[src/rtl/selsort_pkg.sv]
// selection sorter package: element width and sequencer state type
`default_nettype none
package selsort_pkg;

  localparam int VALUE_W = 32;

  typedef enum logic [3:0] {
    ST_LOAD,
    ST_POS,
    ST_FIRST,
    ST_SCAN,
    ST_SWAP1,
    ST_SWAP2,
    ST_OUT_RD,
    ST_OUT_CAP,
    ST_OUT_WAIT
  } state_t;

endpackage
`default_nettype wire

[src/rtl/selection_sorter.sv]
// selection sorter: loads a set, sorts it in place by selection sort, streams it out
// load: one transaction per cycle while idle; in_ready drops once last_item is taken
// sort: for each position, the remaining elements are read one by one through the single
//   read port of the element ram, then the minimum is swapped in if it is smaller
// output: per sorted element a ram read, a capture and a handshake; the next read waits for the handshake
// reset (rst, synchronous): element count and overflow clear, ram contents stay undefined
`default_nettype none
module selection_sorter #(
  parameter int MAX_ELEMS = 32
) (
  input  wire logic                                clk,
  input  wire logic                                rst,
  // load channel
  input  wire logic                                in_valid,
  output logic                                     in_ready,
  input  wire logic signed [selsort_pkg::VALUE_W-1:0] elem_value,
  input  wire logic                                last_item,
  // result channel
  output logic                                     out_valid,
  input  wire logic                                out_ready,
  output logic signed [selsort_pkg::VALUE_W-1:0]   sorted_value,
  output logic                                     final_result,
  output logic                                     overflow_flag
);

  localparam int IW = $clog2(MAX_ELEMS);     // element index width
  localparam int CW = $clog2(MAX_ELEMS + 1); // element count width
  localparam int VW = selsort_pkg::VALUE_W;

  selsort_pkg::state_t state, state_next;

  // control state
  logic [CW-1:0] count;        // loaded elements, also n during sort and output
  logic          overflow_seen;
  // sort datapath
  logic [IW-1:0] pos;          // position being filled
  logic [IW-1:0] scan_idx;     // index whose data is on the ram read port
  logic [IW-1:0] pick;         // index of current minimum
  logic signed [VW-1:0] pos_val;
  logic signed [VW-1:0] min_val;
  logic [IW-1:0] out_idx;      // element being emitted

  // ram port
  logic          ram_we;
  logic [IW-1:0] ram_waddr;
  logic [VW-1:0] ram_wdata;
  logic [IW-1:0] ram_raddr;
  logic [VW-1:0] ram_rdata;
  logic signed [VW-1:0] rd_val;

  logic [IW-1:0] last_idx;
  logic          in_fire, out_fire, room, more_pos, do_swap, less;

  assign in_fire  = in_valid && in_ready;
  assign out_fire = out_valid && out_ready;
  assign room     = (count < CW'(MAX_ELEMS));
  assign last_idx = IW'(count - CW'(1));
  assign rd_val   = $signed(ram_rdata);
  // a new minimum only when the candidate is strictly smaller
  assign less     = (min_val > rd_val);
  // swap only when the minimum is strictly smaller than the value in place
  assign do_swap  = (pos_val > min_val);
  // another position remains when pos + 1 < n - 1
  assign more_pos = ((CW'(pos) + CW'(2)) < count);

  selsort_ram #(
    .WIDTH(VW),
    .DEPTH(MAX_ELEMS)
  ) u_store (
    .clk  (clk),
    .we   (ram_we),
    .waddr(ram_waddr),
    .wdata(ram_wdata),
    .raddr(ram_raddr),
    .rdata(ram_rdata)
  );

  // next state
  always_comb begin
    state_next = state;
    case (state)
      selsort_pkg::ST_LOAD: begin
        if (in_fire && last_item) begin
          // sort only when the set holds at least two elements; a single element goes straight to output
          if (room ? (count >= CW'(1)) : 1'b1) begin
            state_next = selsort_pkg::ST_POS;
          end else begin
            state_next = selsort_pkg::ST_OUT_RD;
          end
        end
      end
      selsort_pkg::ST_POS:   state_next = selsort_pkg::ST_FIRST;
      selsort_pkg::ST_FIRST: state_next = selsort_pkg::ST_SCAN;
      selsort_pkg::ST_SCAN: begin
        if (scan_idx == last_idx) begin
          state_next = selsort_pkg::ST_SWAP1;
        end
      end
      selsort_pkg::ST_SWAP1: begin
        if (do_swap) begin
          state_next = selsort_pkg::ST_SWAP2;
        end else if (more_pos) begin
          state_next = selsort_pkg::ST_POS;
        end else begin
          state_next = selsort_pkg::ST_OUT_RD;
        end
      end
      selsort_pkg::ST_SWAP2: begin
        if (more_pos) begin
          state_next = selsort_pkg::ST_POS;
        end else begin
          state_next = selsort_pkg::ST_OUT_RD;
        end
      end
      selsort_pkg::ST_OUT_RD:  state_next = selsort_pkg::ST_OUT_CAP;
      selsort_pkg::ST_OUT_CAP: state_next = selsort_pkg::ST_OUT_WAIT;
      selsort_pkg::ST_OUT_WAIT: begin
        if (out_fire) begin
          state_next = final_result ? selsort_pkg::ST_LOAD : selsort_pkg::ST_OUT_RD;
        end
      end
      default: state_next = selsort_pkg::ST_LOAD;
    endcase
  end

  // outputs: handshake and ram port
  always_comb begin
    in_ready  = 1'b0;
    ram_we    = 1'b0;
    ram_waddr = pos;
    ram_wdata = VW'(min_val);
    ram_raddr = pos;
    case (state)
      selsort_pkg::ST_LOAD: begin
        in_ready  = 1'b1;
        ram_we    = in_fire && room;
        ram_waddr = IW'(count);
        ram_wdata = VW'(elem_value);
      end
      selsort_pkg::ST_POS: begin
        ram_raddr = pos;
      end
      selsort_pkg::ST_FIRST: begin
        ram_raddr = pos + IW'(1);
      end
      selsort_pkg::ST_SCAN: begin
        ram_raddr = scan_idx + IW'(1);
      end
      selsort_pkg::ST_SWAP1: begin
        ram_we    = do_swap;
        ram_waddr = pos;
        ram_wdata = VW'(min_val);
      end
      selsort_pkg::ST_SWAP2: begin
        ram_we    = 1'b1;
        ram_waddr = pick;
        ram_wdata = VW'(pos_val);
      end
      selsort_pkg::ST_OUT_RD: begin
        ram_raddr = out_idx;
      end
      default: begin
        ram_we = 1'b0;
      end
    endcase
  end

  // state and control registers
  always_ff @(posedge clk) begin
    if (rst) begin
      state         <= selsort_pkg::ST_LOAD;
      count         <= '0;
      overflow_seen <= 1'b0;
      out_valid     <= 1'b0;
    end else begin
      state <= state_next;
      if (state == selsort_pkg::ST_LOAD && in_fire) begin
        if (room) begin
          count <= count + CW'(1);
        end else begin
          overflow_seen <= 1'b1;
        end
      end
      if (state == selsort_pkg::ST_OUT_CAP) begin
        out_valid <= 1'b1;
      end else if (out_fire) begin
        out_valid <= 1'b0;
        // end of run: ready for the next set
        if (final_result) begin
          count         <= '0;
          overflow_seen <= 1'b0;
        end
      end
    end
  end

  // sort and output datapath
  always_ff @(posedge clk) begin
    case (state)
      selsort_pkg::ST_LOAD: begin
        pos     <= '0;
        out_idx <= '0;
      end
      selsort_pkg::ST_FIRST: begin
        // element at pos is the first candidate
        pos_val  <= rd_val;
        min_val  <= rd_val;
        pick     <= pos;
        scan_idx <= pos + IW'(1);
      end
      selsort_pkg::ST_SCAN: begin
        if (less) begin
          min_val <= rd_val;
          pick    <= scan_idx;
        end
        scan_idx <= scan_idx + IW'(1);
      end
      selsort_pkg::ST_SWAP1: begin
        if (!do_swap) begin
          pos <= pos + IW'(1);
        end
      end
      selsort_pkg::ST_SWAP2: begin
        pos <= pos + IW'(1);
      end
      selsort_pkg::ST_OUT_CAP: begin
        sorted_value  <= rd_val;
        final_result  <= (out_idx == last_idx);
        overflow_flag <= overflow_seen;
      end
      selsort_pkg::ST_OUT_WAIT: begin
        if (out_fire) begin
          out_idx <= out_idx + IW'(1);
        end
      end
      default: begin
        pos <= pos;
      end
    endcase
  end

endmodule
`default_nettype wire

[src/rtl/selsort_ram.sv]
// generic single write port ram with registered read
`default_nettype none
module selsort_ram #(
  parameter int WIDTH = 32,
  parameter int DEPTH = 32
) (
  input  wire logic                     clk,
  input  wire logic                     we,
  input  wire logic [$clog2(DEPTH)-1:0] waddr,
  input  wire logic [WIDTH-1:0]         wdata,
  input  wire logic [$clog2(DEPTH)-1:0] raddr,
  output logic      [WIDTH-1:0]         rdata
);

  logic [WIDTH-1:0] mem [DEPTH];

  always_ff @(posedge clk) begin
    if (we) begin
      mem[waddr] <= wdata;
    end
    rdata <= mem[raddr];
  end

endmodule
`default_nettype wire

[config.mk]
export PLATFORM = sky130hd
export DESIGN_NAME = selection_sorter
export DESIGN_NICKNAME = d
export VERILOG_FILES = /design/src/rtl/selsort_pkg.sv /design/src/rtl/selection_sorter.sv /design/src/rtl/selsort_ram.sv
export SDC_FILE = /design/constraint.sdc
export NUM_CORES = 2
export LEC_CHECK = 0
export BUFFER_PORTS_ARGS = -buffer_cell sky130_fd_sc_hd__buf_2
export CAP_MARGIN = 20
export CELL_PAD_IN_SITES_DETAIL_PLACEMENT = 0
export CELL_PAD_IN_SITES_GLOBAL_PLACEMENT = 2
export CORE_ASPECT_RATIO = 1.1
export CORE_MARGIN = 2
export CORE_UTILIZATION = 30
export DETAILED_ROUTE_END_ITERATION = 16
export GPL_ROUTABILITY_DRIVEN = 0
export PLACE_DENSITY = 0.66
export SYNTH_ARGS = -nofsm -noshare
export SYNTH_HDL_FRONTEND = slang
export SYNTH_SLANG_ARGS = --single-unit
[constraint.sdc]
create_clock -name clk -period 5.7 [get_ports clk]
set_input_delay 0.285 -clock clk [delete_from_list [all_inputs] [get_ports clk]]
set_output_delay 0.285 -clock clk [all_outputs]
set_load 0.01 [all_outputs]
==> results.toml <==
[routing]
via_total_after_detailed_routing = 30190
drt-total-wl_mm = 152.8
firstDrtPassIters = 5
iter_0_drt_violations = 2624
routed_via_density = 5.210
postRouteAntennaNets = 0
drc_errors = 0
post_drt_wl_per_cell_um = 26.37

[die]
starting_density_of_the_core_pct = 30.24
chip_height_um = 425.6
rows = 154
floorplan.core_area_um2 = 160300
design.portCount = 73
die_w_um = 387.3
die_area_um2 = 164800

[place]
io_buffers = 72
place.detailed.hpwl_mm = 91.62
dp_slack_ns = 1.182
placedCellCount = 5568

[clock_tree]
tritoncts.num_buffers = 118
cts_root_buffer = "sky130_fd_sc_hd__clkbuf_16"
max_clock_buf_depth = 3
clock_tree_from_tritoncts = "built"
cts_max_level = 3
clock_latency_ns = 0.75
cts.reportedPaths.clkPinSlew_ns = 0.07
cts_repair_resize_count = 0
clock-sinks = 1186

[worst_setup_path]
critPathMaxFanout = 25
worst-path-buf-inv = 1
cp_cell_sequence = "and4bb_2 -> nor2_4 -> nand2_1 -> and2_1 -> nand3_1 -> a21oi_4 -> buf_4"
critical_path.top_delay_family = "simple AND/OR/NAND/NOR gates"
type_of_element_capturing_the_critical_path = "flop"
cp_slowest_cell = "sky130_fd_sc_hd__dfxtp_1"
arrival_ns = 4.91
cp.required_ns = 6.14
startpoint_type = "flop"
critical_path_class = "flop to flop"
critical-path-max-stage-delay_ns = 0.95

[flow_run]
max-cap-violations = 0

[synth]
postSynth.asyncResetShare_pct = 0
synth_common_cells = "sky130_fd_sc_hd__edfxtp_1, sky130_fd_sc_hd__nand2_1, sky130_fd_sc_hd__a211oi_1"
post-synth-top-count-cell = "sky130_fd_sc_hd__edfxtp_1"
ys_seq_elements = 1186
synth_sequential_area_ratio_pct = 72.56
synthTopCellsByArea = "sky130_fd_sc_hd__edfxtp_1, sky130_fd_sc_hd__nand2_1, sky130_fd_sc_hd__a211oi_1, sky130_fd_sc_hd__and3_1, sky130_fd_sc_hd__a31oi_1"
synth-edff-count = 1142
yosysTopAreaCellShare_pct = 70.74
count_of_mapped_cells_out_of_synthesis = 3528
syn_avg_cell_area_um2 = 13.74
synth-warning-count = 0
post_synth_instance_area_um2 = 48480
ys.flop_type = "sky130_fd_sc_hd__edfxtp_1"
netlist-cell-type-count = 65
synth_fp_nets = 3641
synth_largest_area_cell = "sky130_fd_sc_hd__edfxtp_1"

[sta]
final.hold.worst_slack_ns = 0.1516
post-route-min-period_ns = 4.470
setup_slack_ns = 1.230
max_clock_freq_ghz = 0.2237
maxSlewHeadroom_pct = 28.14
timing_hold_violations_final = 0
finalMaxSlewViolations = 0
setup_tns_ns = 0
skew_ns = 0.03876
post_route_fraction_of_the_period_consumed_by_the_critical_path_pct = 78.42
worst-slew-pin-transition_ns = 1.075
setup_viol = 0
rsz0062_at_grt = "false"

[power]
cellLeakagePower_nw = 19.15
p_int_mw = 21.78
power-per-cell-area_nw_per_um2 = 680.8
p_sw_mw = 16.34
pwr-share-comb_pct = 43.4
p_sw_share_pct = 42.87
power.sequential.fraction_pct = 35.9
ir_drop_uv = 666.3
power.share.clock_pct = 20.8

[global_routing]
number_of_global_route_vias_before_repair = 29560
grt.total_usage_pct = 18.19
grt_start_max_net_pins = 135
antenna_violations_before_repair = 13
grt_pass1_wl_mm = 219.2
globalRouteOverflowTotal = 0

[outcome]
outcome = "finished, final reports clean"

[layout]
syn2layout_area_growth_pct = 15.51
fillerInstances = 15560
post_route_cells_drive_above_1_share_pct = 12.37
design.final.nets = 3699
layoutNonFillerInstCount = 5795

[worst_hold_path]
min-delay-path-class = "primary input to flop"
worst paths after layout:
path              slack, ns                      endpoint  depth (start not counted)                     start
setup / recovery       1.23  u_store.mem[22][1]$_DFFE_PP_                          7     state[2]$_SDFFE_PP0P_
hold / removal         0.15         state[0]$_SDFFE_PP0P_                          5                 last_item
setup reg to reg       1.23  u_store.mem[22][1]$_DFFE_PP_                          7     state[2]$_SDFFE_PP0P_
hold reg to reg        0.45       overflow_flag$_DFFE_PP_                          0  overflow_seen$_SDFF_PP0_
state kept, by name, summed over array words and instances (netlist names):
signal,flops
count,6
sorted_value,32
pos_val,32
u_store.mem,1024
u_store.rdata,32
overflow_seen,1
scan_idx,5
out_idx,5
min_val,32
out_valid,1
pick,5
state,4
pos,5
overflow_flag,1
final_result,1
routing by layer:
metal | up-vias | global-route usage (%) | wire length (µm)
li1 | 13740 | - | -
met4 | 4 | 5.039 | 3647
met1 | 15510 | 24.46 | 67160
met5 | - | 0 | 39
met2 | 766 | 30.82 | 74450
met3 | 180 | 2.396 | 7490
repair_timing:
action	in CTS	in global routing
setup endpoints to repair	0	0
endpoints found under the hold margin	5	0
buffers inserted	0	0
hold buffers	4	0
worst reg2reg max path, cell delays in order (launching register included):
cell and delay [ns]:
sky130_fd_sc_hd__dfxtp_1 0.95, sky130_fd_sc_hd__and4bb_2 0.83, sky130_fd_sc_hd__nor2_4 0.13, sky130_fd_sc_hd__nand2_1 0.13, sky130_fd_sc_hd__and2_1 0.67, sky130_fd_sc_hd__nand3_1 0.26, sky130_fd_sc_hd__a21oi_4 0.86, sky130_fd_sc_hd__buf_4 0.33
cells by family after synthesis:
family	count (synthesis)	share of synthesized area, %
XOR/XNOR	27	0.4878
multiplexers	9	0.1858
buffers and inverters	337	2.932
AND/OR/NAND/NOR	1074	10.45
AO/OA/AOI/OAI	819	11.43
adder cells (fa/ha/maj)	76	1.962
flip-flops	1186	72.56
power by group through the flow:
stage                     Combinational (mW)  Sequential [mW]  Clock (mW)
after global routing                    17.9             13.8        8.38
after global placement                  16.7             13.9           0
after detailed placement                16.7             13.9           0
after floorplan                         9.42             13.3           0
final                                   16.5             13.7        7.91
after CTS                               16.7             13.7        8.07
layout make-up:
cell class                 instances  area (µm²)  share of cell area, %
multi-input combinational       2005       12410                  22.16
sequential                      1186       35170                  62.81
inverter                          82       307.8                 0.5497
clock buffer                     171        3383                  6.042
antenna                            2       5.005               0.008938
tap                             2106        2635                  4.706
clock inverter                    50       544.3                 0.9720
timing repair buffer             193        1541                  2.753
layout by cell type, fill, tap and decap left out, drive strengths merged, types with 16 or more instances in the layout:
master,Yosys,layout
a211oi,273,273
a21oi,58,58
a22oi,39,39
a31oi,252,252
and3,263,263
buf,115,189
clkbuf,140,171
clkinv,0,32
dfxtp,44,44
edfxtp,1142,1142
ha,76,76
inv,82,86
nand2,631,631
nand3,35,35
nand4,16,16
nor2,41,41
nor4,35,35
o21ai,19,19
o22ai,124,124
xnor2,16,16
per-stage QoR:
step	utilization, %	cell area (µm²)	power (mW)
4_1_cts	34.93	55990	38.49
5_1_grt	34.93	56000	40.02
3_5_place_dp	32.45	52020	30.54
3_3_place_gp	32.45	52020	30.53
2_1_floorplan	-	48480	22.76
6_report	34.93	56000	38.12
(Power assumes the default switching activity.)
